**config.mk**
```make
export PLATFORM = sky130hd
export DESIGN_NAME = tls_record_scan_sni_extract
export DESIGN_NICKNAME = d
export VERILOG_FILES = /design/src/design/tsni_pkg.sv /design/src/design/tls_record_scan_sni_extract.sv /design/src/design/tsni_scan.sv /design/src/design/tsni_outq.sv
export SDC_FILE = /design/constraint.sdc
export NUM_CORES = 1
export LEC_CHECK = 0
export ABC_AREA = 1
export ABC_CLOCK_PERIOD_IN_PS = 8700
export BUFFER_PORTS_ARGS = -buffer_cell sky130_fd_sc_hd__buf_2
export CORE_MARGIN = 2
export CORE_UTILIZATION = 50
export DETAILED_ROUTE_END_ITERATION = 7
export PLACE_DENSITY = 0.68
export REMOVE_ABC_BUFFERS = 1
export SLEW_MARGIN = 20
export SYNTH_ARGS = -nofsm -noshare
export SYNTH_HDL_FRONTEND = slang
export SYNTH_SLANG_ARGS = --single-unit
```
**constraint.sdc**
```tcl
create_clock -name i_clk -period 8.7 [get_ports i_clk]
set_input_delay 1.305 -clock i_clk [delete_from_list [all_inputs] [get_ports i_clk]]
set_output_delay 1.305 -clock i_clk [all_outputs]
set_load 0.02 [all_outputs]
```
**src/design/tsni_pkg.sv**
```systemverilog
// Shared types and constants for the TLS record scanner and server name extractor.
`default_nettype none
package tsni_pkg;
    typedef struct packed {
        logic [7:0] data_byte;
        logic       first_byte;
        logic       last_byte;
        logic       want_name;
    } t_in_item;

    typedef struct packed {
        logic [1:0]  result_kind;
        logic [7:0]  name_char;
        logic        name_end;
        logic [31:0] record_bytes;
        logic        saw_client_hello;
        logic        saw_server_hello;
    } t_out_item;

    localparam logic [1:0] KIND_NAME    = 2'd0;
    localparam logic [1:0] KIND_NO_NAME = 2'd1;
    localparam logic [1:0] KIND_SUMMARY = 2'd2;

    localparam logic [7:0] TYPE_MIN       = 8'd20;
    localparam logic [7:0] TYPE_MAX       = 8'd23;
    localparam logic [7:0] TYPE_HANDSHAKE = 8'd22;
    localparam logic [15:0] HELLO_FIXED_SKIP = 16'd37;
    localparam logic [15:0] NAME_PRE_SKIP    = 16'd5;
    localparam logic [16:0] POS_MAX          = 17'h1FFFF;

    localparam logic [3:0] PH_IDLE    = 4'd0;
    localparam logic [3:0] PH_HEAD    = 4'd1;
    localparam logic [3:0] PH_SID     = 4'd2;
    localparam logic [3:0] PH_CIPH_LO = 4'd3;
    localparam logic [3:0] PH_CIPH    = 4'd4;
    localparam logic [3:0] PH_EXT     = 4'd5;
    localparam logic [3:0] PH_TYPE_LO = 4'd6;
    localparam logic [3:0] PH_ELEN_HI = 4'd7;
    localparam logic [3:0] PH_ELEN_LO = 4'd8;
    localparam logic [3:0] PH_PRE     = 4'd9;
    localparam logic [3:0] PH_NLEN_LO = 4'd10;
    localparam logic [3:0] PH_NAME    = 4'd11;

    // Results of one request, as they go from the scanner to the output queue.
    typedef struct packed {
        logic      walk_vld;
        t_out_item walk_res;
        logic      sum_vld;
        t_out_item sum_res;
    } t_pair;
endpackage
`default_nettype wire

```
**src/design/tls_record_scan_sni_extract.sv**
```systemverilog
// Top level of the TLS record scanner and server name extractor.
// Usage:
//   Input channel: payload bytes as requests; a request is taken when i_push is
//   high and o_full is low. first_byte restarts the scan, want_name is sampled
//   there, last_byte closes the payload and yields a summary.
//   Result channel: queue style; the oldest result shows while o_empty is low
//   and is taken when i_pop is high.
//   Each request gives zero to two results: a name byte or "no name" from the
//   ClientHello walk, then the summary on the last byte.
// Results are written into the result queue in the same cycle that their request is taken.
// Throughput: one request per cycle while o_full is low; the scanner updates its state on each taken request.
//   o_full rises only while fewer than two result slots are free in the
//   DEPTH-entry result queue, so a stalled receiver backs up into the input.
// Reset: synchronous, clears the scan state and empties the queue.
`default_nettype none
module tls_record_scan_sni_extract #(
    parameter int DEPTH = 8
) (
    input  wire logic               i_clk,
    input  wire logic               i_rst_n,
    input  wire logic               i_push,
    output logic                    o_full,
    input  wire tsni_pkg::t_in_item i_in,
    output logic                    o_empty,
    input  wire logic               i_pop,
    output tsni_pkg::t_out_item     o_out
);
    import tsni_pkg::*;

    t_pair pair;
    logic  room;
    logic  acc;

    assign o_full = !room;
    assign acc    = i_push && room;

    tsni_scan u_scan (
        .i_clk(i_clk), .i_rst_n(i_rst_n), .i_en(acc), .i_item(i_in), .o_pair(pair)
    );

    tsni_outq #(.DEPTH(DEPTH)) u_outq (
        .i_clk(i_clk), .i_rst_n(i_rst_n), .i_wr(acc), .i_pair(pair), .o_room(room),
        .o_empty(o_empty), .i_pop(i_pop), .o_item(o_out)
    );
endmodule
`default_nettype wire

```
**src/design/tsni_scan.sv**
```systemverilog
// Front part: header window scan, handshake type check and server name walk.
`default_nettype none
module tsni_scan (
    input  wire logic              i_clk,
    input  wire logic              i_rst_n,
    input  wire logic              i_en,
    input  wire tsni_pkg::t_in_item i_item,
    output tsni_pkg::t_pair        o_pair
);
    import tsni_pkg::*;

    logic [31:0] r_win, n_win;
    logic [2:0]  r_fill, n_fill;
    logic [16:0] r_blk, n_blk;
    logic        r_await, n_await;
    logic        r_is_hs, n_is_hs;
    logic [3:0]  r_ph, n_ph;
    logic [15:0] r_cnt, n_cnt;
    logic [16:0] r_pos, n_pos;
    logic [15:0] r_lim, n_lim;
    logic [15:0] r_latch, n_latch;
    logic [31:0] r_sum, n_sum;
    logic [2:0]  r_flags, n_flags;

    logic [7:0]  b;
    logic [15:0] v;
    logic [15:0] len;
    logic [7:0]  t_b, maj, mnr;
    logic [32:0] sum_ext;
    logic [17:0] pos_chk;

    always_comb begin
        b = i_item.data_byte;
        n_win = r_win; n_fill = r_fill; n_blk = r_blk; n_await = r_await;
        n_is_hs = r_is_hs; n_ph = r_ph; n_cnt = r_cnt; n_pos = r_pos;
        n_lim = r_lim; n_latch = r_latch; n_sum = r_sum; n_flags = r_flags;
        o_pair = '0;
        v = '0; len = '0; sum_ext = '0; pos_chk = '0;
        t_b = r_win[31:24]; maj = r_win[23:16]; mnr = r_win[15:8];
        if (i_item.first_byte) begin
            n_win = '0; n_fill = '0; n_blk = '0; n_await = 1'b0; n_is_hs = 1'b0;
            n_ph = PH_IDLE; n_cnt = '0; n_pos = '0; n_lim = '0; n_latch = '0;
            n_sum = '0;
            n_flags = i_item.want_name ? 3'd4 : 3'd0;
            t_b = 8'd0; maj = 8'd0; mnr = 8'd0;
        end
        if (n_ph != PH_IDLE) begin
            if (n_pos != POS_MAX) n_pos = n_pos + 17'd1;
            unique case (n_ph) inside
                PH_HEAD, PH_SID, PH_CIPH, PH_EXT, PH_PRE: begin
                    if (n_cnt != 16'd0) begin
                        n_cnt = n_cnt - 16'd1;
                    end else if (n_ph == PH_HEAD) begin
                        n_cnt = {8'd0, b}; n_ph = PH_SID;
                    end else if (n_ph == PH_CIPH) begin
                        n_cnt = {8'd0, b} + 16'd2; n_ph = PH_EXT;
                    end else begin
                        n_latch = {b, 8'd0};
                        n_ph = (n_ph == PH_SID) ? PH_CIPH_LO :
                               (n_ph == PH_EXT) ? PH_TYPE_LO : PH_NLEN_LO;
                    end
                end
                PH_CIPH_LO: begin
                    n_cnt = n_latch | {8'd0, b}; n_ph = PH_CIPH;
                end
                PH_TYPE_LO: begin
                    v = n_latch | {8'd0, b};
                    if (v != 16'd0) n_ph = PH_ELEN_HI;
                    else begin
                        n_cnt = NAME_PRE_SKIP; n_ph = PH_PRE;
                    end
                end
                PH_ELEN_HI: begin
                    n_latch = {b, 8'd0}; n_ph = PH_ELEN_LO;
                end
                PH_ELEN_LO: begin
                    v = n_latch | {8'd0, b};
                    pos_chk = {1'b0, n_pos} + {2'b0, v} + 18'd6;
                    if (pos_chk >= {2'b0, n_lim}) begin
                        n_ph = PH_IDLE;
                        o_pair.walk_vld = 1'b1;
                        o_pair.walk_res.result_kind = KIND_NO_NAME;
                    end else begin
                        n_cnt = v; n_ph = PH_EXT;
                    end
                end
                PH_NLEN_LO: begin
                    v = n_latch | {8'd0, b};
                    if (v == 16'd0) begin
                        n_ph = PH_IDLE;
                        o_pair.walk_vld = 1'b1;
                        o_pair.walk_res.result_kind = KIND_NO_NAME;
                    end else begin
                        n_cnt = v; n_ph = PH_NAME;
                    end
                end
                PH_NAME: begin
                    o_pair.walk_vld = 1'b1;
                    o_pair.walk_res.result_kind = KIND_NAME;
                    o_pair.walk_res.name_char = b;
                    o_pair.walk_res.name_end = (n_cnt == 16'd1);
                    if (n_cnt != 16'd0) n_cnt = n_cnt - 16'd1;
                    if (n_cnt == 16'd0) n_ph = PH_IDLE;
                end
                default: n_ph = PH_IDLE;
            endcase
        end
        if (n_await) begin
            n_await = 1'b0;
            if (n_is_hs) begin
                if (b == 8'd1) begin
                    n_flags[0] = 1'b1;
                    if (n_flags[2]) begin
                        n_flags[2] = 1'b0;
                        n_ph = PH_HEAD; n_cnt = HELLO_FIXED_SKIP; n_pos = '0;
                    end
                end else if (b == 8'd2) begin
                    n_flags[1] = 1'b1;
                end
            end
            n_is_hs = 1'b0;
        end
        if (n_fill >= 3'd4) begin
            if (n_blk != 17'd0) begin
                n_blk = n_blk - 17'd1;
            end else if (t_b >= TYPE_MIN && t_b <= TYPE_MAX && maj == 8'd3 &&
                         mnr >= 8'd1 && mnr <= 8'd4) begin
                len = {n_win[7:0], b};
                sum_ext = {1'b0, n_sum} + {17'd0, len};
                n_sum = sum_ext[32] ? 32'hFFFF_FFFF : sum_ext[31:0];
                n_blk = {1'b0, len} + 17'd4;
                n_await = 1'b1;
                n_is_hs = (t_b == TYPE_HANDSHAKE);
                if (n_flags[2]) n_lim = len;
            end
        end
        n_win = {n_win[23:0], b};
        if (n_fill < 3'd4) n_fill = n_fill + 3'd1;
        if (i_item.last_byte) begin
            o_pair.sum_vld = 1'b1;
            o_pair.sum_res.result_kind = KIND_SUMMARY;
            o_pair.sum_res.record_bytes = n_sum;
            o_pair.sum_res.saw_client_hello = n_flags[0];
            o_pair.sum_res.saw_server_hello = n_flags[1];
            n_win = '0; n_fill = '0; n_blk = '0; n_await = 1'b0; n_is_hs = 1'b0;
            n_ph = PH_IDLE; n_cnt = '0; n_pos = '0; n_lim = '0; n_latch = '0;
            n_sum = '0; n_flags = '0;
        end
    end

    always_ff @(posedge i_clk) begin
        if (!i_rst_n) begin
            r_win <= '0; r_fill <= '0; r_blk <= '0; r_await <= 1'b0; r_is_hs <= 1'b0;
            r_ph <= PH_IDLE; r_cnt <= '0; r_pos <= '0; r_lim <= '0; r_latch <= '0;
            r_sum <= '0; r_flags <= '0;
        end else if (i_en) begin
            r_win <= n_win; r_fill <= n_fill; r_blk <= n_blk; r_await <= n_await;
            r_is_hs <= n_is_hs; r_ph <= n_ph; r_cnt <= n_cnt; r_pos <= n_pos;
            r_lim <= n_lim; r_latch <= n_latch; r_sum <= n_sum; r_flags <= n_flags;
        end
    end
endmodule
`default_nettype wire

```
**src/design/tsni_outq.sv**
```systemverilog
// Back part: result queue that takes up to two results per request.
`default_nettype none
module tsni_outq #(
    parameter int DEPTH = 8
) (
    input  wire logic               i_clk,
    input  wire logic               i_rst_n,
    input  wire logic               i_wr,
    input  wire tsni_pkg::t_pair    i_pair,
    output logic                    o_room,
    output logic                    o_empty,
    input  wire logic               i_pop,
    output tsni_pkg::t_out_item     o_item
);
    import tsni_pkg::*;
    localparam int AW = $clog2(DEPTH);

    t_out_item           r_mem [DEPTH];
    logic [AW-1:0]       r_wp, r_rp;
    logic [AW:0]         r_cnt, n_cnt;
    logic                do_pop;
    logic [1:0]          nwr;

    assign do_pop  = i_pop && (r_cnt != '0);
    assign o_empty = (r_cnt == '0);
    assign o_item  = r_mem[r_rp];
    assign o_room  = ({1'b0, r_cnt} + (AW+2)'(2)) <= (AW+2)'(DEPTH);
    assign nwr     = i_wr ? (2'({1'b0, i_pair.walk_vld}) + 2'({1'b0, i_pair.sum_vld})) : 2'd0;
    assign n_cnt   = r_cnt + (AW+1)'(nwr) - (AW+1)'(do_pop);

    always_ff @(posedge i_clk) begin
        if (i_wr) begin
            if (i_pair.walk_vld) begin
                r_mem[r_wp] <= i_pair.walk_res;
                if (i_pair.sum_vld) r_mem[r_wp + AW'(1)] <= i_pair.sum_res;
            end else if (i_pair.sum_vld) begin
                r_mem[r_wp] <= i_pair.sum_res;
            end
        end
    end

    always_ff @(posedge i_clk) begin
        if (!i_rst_n) begin
            r_wp <= '0; r_rp <= '0; r_cnt <= '0;
        end else begin
            r_wp  <= r_wp + AW'(nwr);
            r_rp  <= r_rp + AW'(do_pop);
            r_cnt <= n_cnt;
        end
    end
endmodule
`default_nettype wire

```
# ---- After elaboration in Yosys (flattened, before gate mapping)
# Memory sizes are Yosys's and may differ from the RTL's. A register that Yosys moved wholly into a read port is not among the register bits.
# Cells that the tools add are included.
dict set report totals {
  wordCells 190
  out_inout_bits 47
  memories 1
  reg_bits 168
  ram_bits 360
  in_bits 15
}
dict set report classes {
  eq_ne 17
  bitwise_logic 2
  muxes 115
  reduce_logical 16
  n_lt_le_gt_ge 8
  add_sub_neg 16
}
# name depth width read_ports rd_clocked_by_memory_dff write_ports line
set mem_list {}
lappend mem_list {u_outq.r_mem 8 45 1 1 2 tsni_outq.sv:18} ;# t_out_item r_mem [DEPTH];
# op count
set ops {}
lappend ops {{2-to-1 mux 16 bit} 28}
lappend ops {{2-to-1 mux 17 bit} 14}
lappend ops {{2-to-1 mux 32 bit} 7}
lappend ops {{one-hot mux 16 bit (6 select lines)} 1}
lappend ops {{2-to-1 mux 4 bit} 15}
lappend ops {{2-to-1 mux 45 bit} 1}
lappend ops {{2-to-1 mux 3 bit} 13}
lappend ops {{2-to-1 mux 34 bit} 1}
lappend ops {{adder 32 x 16 -> 33 bit} 1}
lappend ops {{zero test 16 bit} 2}
lappend ops {{one-hot mux 16 bit (2 select lines)} 1}
lappend ops {{nonzero test 16 bit} 2}
lappend ops {{one-hot mux 4 bit (7 select lines)} 1}
lappend ops {{2-to-1 mux 1 bit} 25}
lappend ops {{2-to-1 mux 24 bit} 1}
lappend ops {{2-to-1 mux 8 bit} 3}
lappend ops {{adder 17 x 16 -> 18 bit} 1}
lappend ops {{adder 18 x 3 -> 18 bit, second input constant} 1}
lappend ops {{greater-or-equal comparator 18 x 16 -> 1 bit} 1}
lappend ops {{adder 16 x 3 -> 17 bit, second input constant} 1}
lappend ops {{adder 17 x 1 -> 17 bit, second input constant} 1}
lappend ops {{!= test 17 bit, second input constant} 1}
lappend ops {{nonzero test 17 bit} 1}
lappend ops {{subtractor 17 x 1 -> 17 bit, second input constant} 1}
lappend ops {{other kinds (35)} 50}

# ---- Depth between registers and ports, before layout
dict set report logic_depth {
  ltp_word 15
  depth_mapped 53
  mapped_depth_nobuf 45
}

# ---- Cells and area by module
# A second synthesis with hierarchy kept.
dict set report unflattened {
  cells_unflattened 5575
  area_unflattened_um2 37449.7
}
# module cells_per_inst instances area_per_inst_um2
set by_module_without_submodules {}
lappend by_module_without_submodules {tsni_outq 3106 1 22820.6}
lappend by_module_without_submodules {tsni_scan 2466 1 14617.8}
lappend by_module_without_submodules {tls_record_scan_sni_extract 3 1 11.3}

# ---- Worst setup path after synthesis
# Ideal clock, no wire load.
dict set report synth_timing {
  kind {input -> register}
  startpoint {input i_in[2] in the netlist's numbering}
  endpoint {memory u_outq.r_mem[1][0] in the netlist's numbering, enable pin}
  path_stages 46
  setup_time_ps 393
  required_time_ps 8307
  arrival_ps 7969
  path_buffers 7
  slack_ps 339
  cell_sequence {inv_2 buf_6 buf_6 buf_6 buf_6 buf_2 buf_1 nand2_1 inv_1 ha_1 nand2_1 nor2_2 nand2_1 nor2_2 nand3_1 nor2_1 nand2_2 mux2i_1 [... 10 more ...] xor2_1 ha_1 nand2_1 nor2_1 nand3_1 and2_1 inv_1 a21oi_1 nand2_2 a21oi_4 nand2_1 inv_1 ha_1 inv_1 nand3_4 nand3_4 buf_2 nand2_1}
}
# item line
set synth_rtl {}
lappend synth_rtl {{start: declaration} tls_record_scan_sni_extract.sv:23} ;# input wire tsni_pkg::t_in_item i_in,
lappend synth_rtl {{end: declaration} tsni_outq.sv:18}

==> metrics.csv <==
stage,metric,value,unit
status,status,completed,
run,cap_violations,0,
sta,rsz0062_at_grt,no,
detailed_routing,via_count,28160,
sta,finalHoldViolations,0,
yosys,ys_ff_latch,528,
power_and_ir_drop,power.density,203,nW/µm²
power_and_ir_drop,p_seq_share,40.5,%
die,die_h,255,µm
clock_tree,htreeDepth,2,
power_and_ir_drop,vdd_drop_max,0.000169,V
finish,drive_above_1_share,8.34,%
sta,period_share,89.9,%
finish,syn_to_final_growth,8.40,%
grt,grt_pass1_vias,25836,
power_and_ir_drop,p_leak,15.1,nW
yosys,netlist_top_cells_area,"edfxtp_1 (27%), dfxtp_1 (16%), nand2_1 (12%), nor2_1 (9.0%), inv_1 (5.8%)",
clock_tree,post_cts_resized,0,
critical_path,worstSetupEndpointType,flop,
clock_tree,clock-sinks,528,
sta,finalClockSkew,0.0654,ns
critical_path,cp.required,8.94,ns
placed_design,gp_congestion,0.921,
hold_path,min_path_type,reg2reg,
yosys,ys_types,59,
critical_path,start_kind,input pin,
yosys,async_flop_share,0,%
sta,worstMarginPinSlew,1.11,ns
placed_design,io_buffer_count,61,
clock_tree,clockRootBuffer,clkbuf_16,
sta,finalMaxSlewViolations,0,
clock_tree,clockBufferDepth,3,
yosys,synth_edf_count,280,
yosys,syn_inst,4339,
detailed_routing,wl_per_cell,17.5,µm
yosys,syn_area,31500,µm²
power_and_ir_drop,finalPower,6.92,mW
yosys,synth_seq_area_share,42.5,%
clock_tree,post-cts-setup-buffers,0,
clock_tree,cts_hold_buf,0,
detailed_routing,post_drt_via_cell_ratio,5.45,
power_and_ir_drop,p_clk_share,34.7,%
power_and_ir_drop,internal_power,4.53,mW
detailed_routing,postRouteWirelength,90200,µm
yosys,synthTopCellsByCount,"nand2_1 (1017), nor2_1 (753), inv_1 (488)",
yosys,yosysTopAreaCell,edfxtp_1,
critical_path,path_common_cell,nand2_1,
finish,final_nets,4388,
power_and_ir_drop,power_switching,2.39,mW
clock_tree,cts_buffers,57,
sta,slew_headroom,26.2,%
power_and_ir_drop,p_comb_share,24.8,%
critical_path,cp.arrival,8.06,ns
yosys,ys.flop_type,edfxtp_1,
die,start_util,50.8,%
power_and_ir_drop,switching_share,34.6,%
detailed_routing,drt-pass1-iter-count,6,
die,core_area,61900,µm²
detailed_routing,drc_errors,0,
grt,grt_use_total,27.5,%
finish,n_antenna_cell,0,
clock_tree,clk_latency,0.66,ns
critical_path,critPathMaxStageDelay,0.54,ns
grt,grt_pass1_wl,142000,µm
die,rows,91,
yosys,ys_warn_count,0,
die,die_w,255,µm
yosys,avgSynthCellArea,7.25,µm²
grt,grt_max_degree,104,
placed_design,hpwl,58400,µm
sta,fin_crit,7.82,ns
clock_tree,clkSlewWorstSetupHoldPaths,0.06,ns
yosys,synth_top_cell_area_share,26.7,%
clock_tree,cts_tree,done,
sta,setup_viol,0,
finish,fin_area,34100,µm²
die,die_area,65000,µm²
detailed_routing,ant_nets,0,
critical_path,crit_type,in2reg,
detailed_routing,drt-initial-drc-count,2668,
critical_path,crit_fanout,37,
placed_design,placed_area,32300,µm²
grt,grt_antenna_before_repair,2,
yosys,synth_most_common_cell,nand2_1,
critical_path,critPathSlowestCell,buf_4,
grt,grt_overflow,0,
die,io_pins,62,
sta,max_freq,0.128,GHz
[sequential cells by signal, summed over array words and instances, names as in the netlist]
signal	count
u_outq.r_cnt	4
u_outq.r_mem	360
u_outq.r_rp	3
u_outq.r_wp	3
u_scan.r_await	1
u_scan.r_blk	17
u_scan.r_cnt	16
u_scan.r_fill	3
u_scan.r_flags	3
u_scan.r_is_hs	1
u_scan.r_latch	16
u_scan.r_lim	16
u_scan.r_ph	4
u_scan.r_pos	17
u_scan.r_sum	32
u_scan.r_win	32
[final timing paths]
kind | from | to | slack, ns | depth (start not counted)
min reg2reg | u_scan.r_latch[2] | u_scan.r_latch[2] | 0.44 | 2
max | i_in[2] | u_outq.r_mem[6][32] | 0.88 | 39
min | u_scan.r_latch[2] | u_scan.r_latch[2] | 0.44 | 2
max reg2reg | u_scan.r_pos[0] | u_outq.r_mem[6][32] | 1.38 | 39
[worst max-delay path, delay by kind of cell]
kind | cells | cell delay [ns]
muxes | 1 | 0.17
buffers and inverters | 6 | 0.94
AOI/OAI and AO/OA | 4 | 0.82
adders and majority gates | 6 | 1.65
xor gates and xnor gates | 1 | 0.15
and+or+nand+nor | 21 | 2.99
[layer usage]
layer / GRT usage [%] / routed length, µm / up-vias
met5: 0 / 5 / -
met4: 8.12 / 2460 / 2
met3: 4.51 / 7110 / 147
met2: 45.2 / 41600 / 976
met1: 37.3 / 39000 / 13013
li1: - / - / 14022
[per-stage QoR]
step / setup TNS (ns) / hold slack [ns] / std cells / utilization (%) / setup slack (ns)
after detailed placement: 0 / 0.428 / 5061 / 52.1 / 0.225
final: 0 / 0.436 / 5168 / 55.1 / 0.879
after CTS: 0 / 0.436 / 5168 / 55.1 / 0.856
after global routing: 0 / 0.460 / 5168 / 55.1 / 0.213
after global placement: 0 / 0.423 / 5061 / 52.1 / 0.363
after floorplan: -7.86 / 0.415 / 4109 / - / -0.0281
[cells in the final DEF (no fill, tap or decap), drive strengths merged, types with 40 or more instances in the layout]
| cell | n |
|---|---|
| nor3 | 40 |
| ha | 86 |
| edfxtp | 280 |
| buf | 115 |
| inv | 512 |
| nand2 | 1035 |
| nor2 | 788 |
| a31oi | 57 |
| xor2 | 43 |
| dfxtp | 248 |
| a21oi | 289 |
| o21ai | 282 |
| o211ai | 43 |
| nand4 | 80 |
| clkbuf | 76 |
| nand3 | 191 |
[cells by family after synthesis]
logic type	after synthesis	synth area share (%)
muxes	1	0.0318
xor gates and xnor gates	60	1.67
AOI/OAI and AO/OA	743	13.1
DFF	528	42.5
adders and majority gates	90	3.67
and+or+nand+nor	2167	29.5
buffers and inverters	750	9.52
[area by class of cell]
type / count / area, µm²
tap: 837 / 1050
clock inverter: 31 / 287
inverter: 520 / 1960
multi-input combinational: 3061 / 15200
clock buffer: 76 / 1570
timing repair buffer: 115 / 723
sequential: 528 / 13400
fill: 6041 / 27800
[power groups by stage]
stage	logic, mW	clock network [mW]	registers, mW
final	1.71	2.40	2.81
after global routing	1.90	2.53	2.82
after CTS	1.72	2.43	2.80
after detailed placement	1.71	0	2.86
after global placement	1.70	0	2.85
after floorplan	1.07	0	2.91
Note: power is estimated with default switching activity, not from simulation.
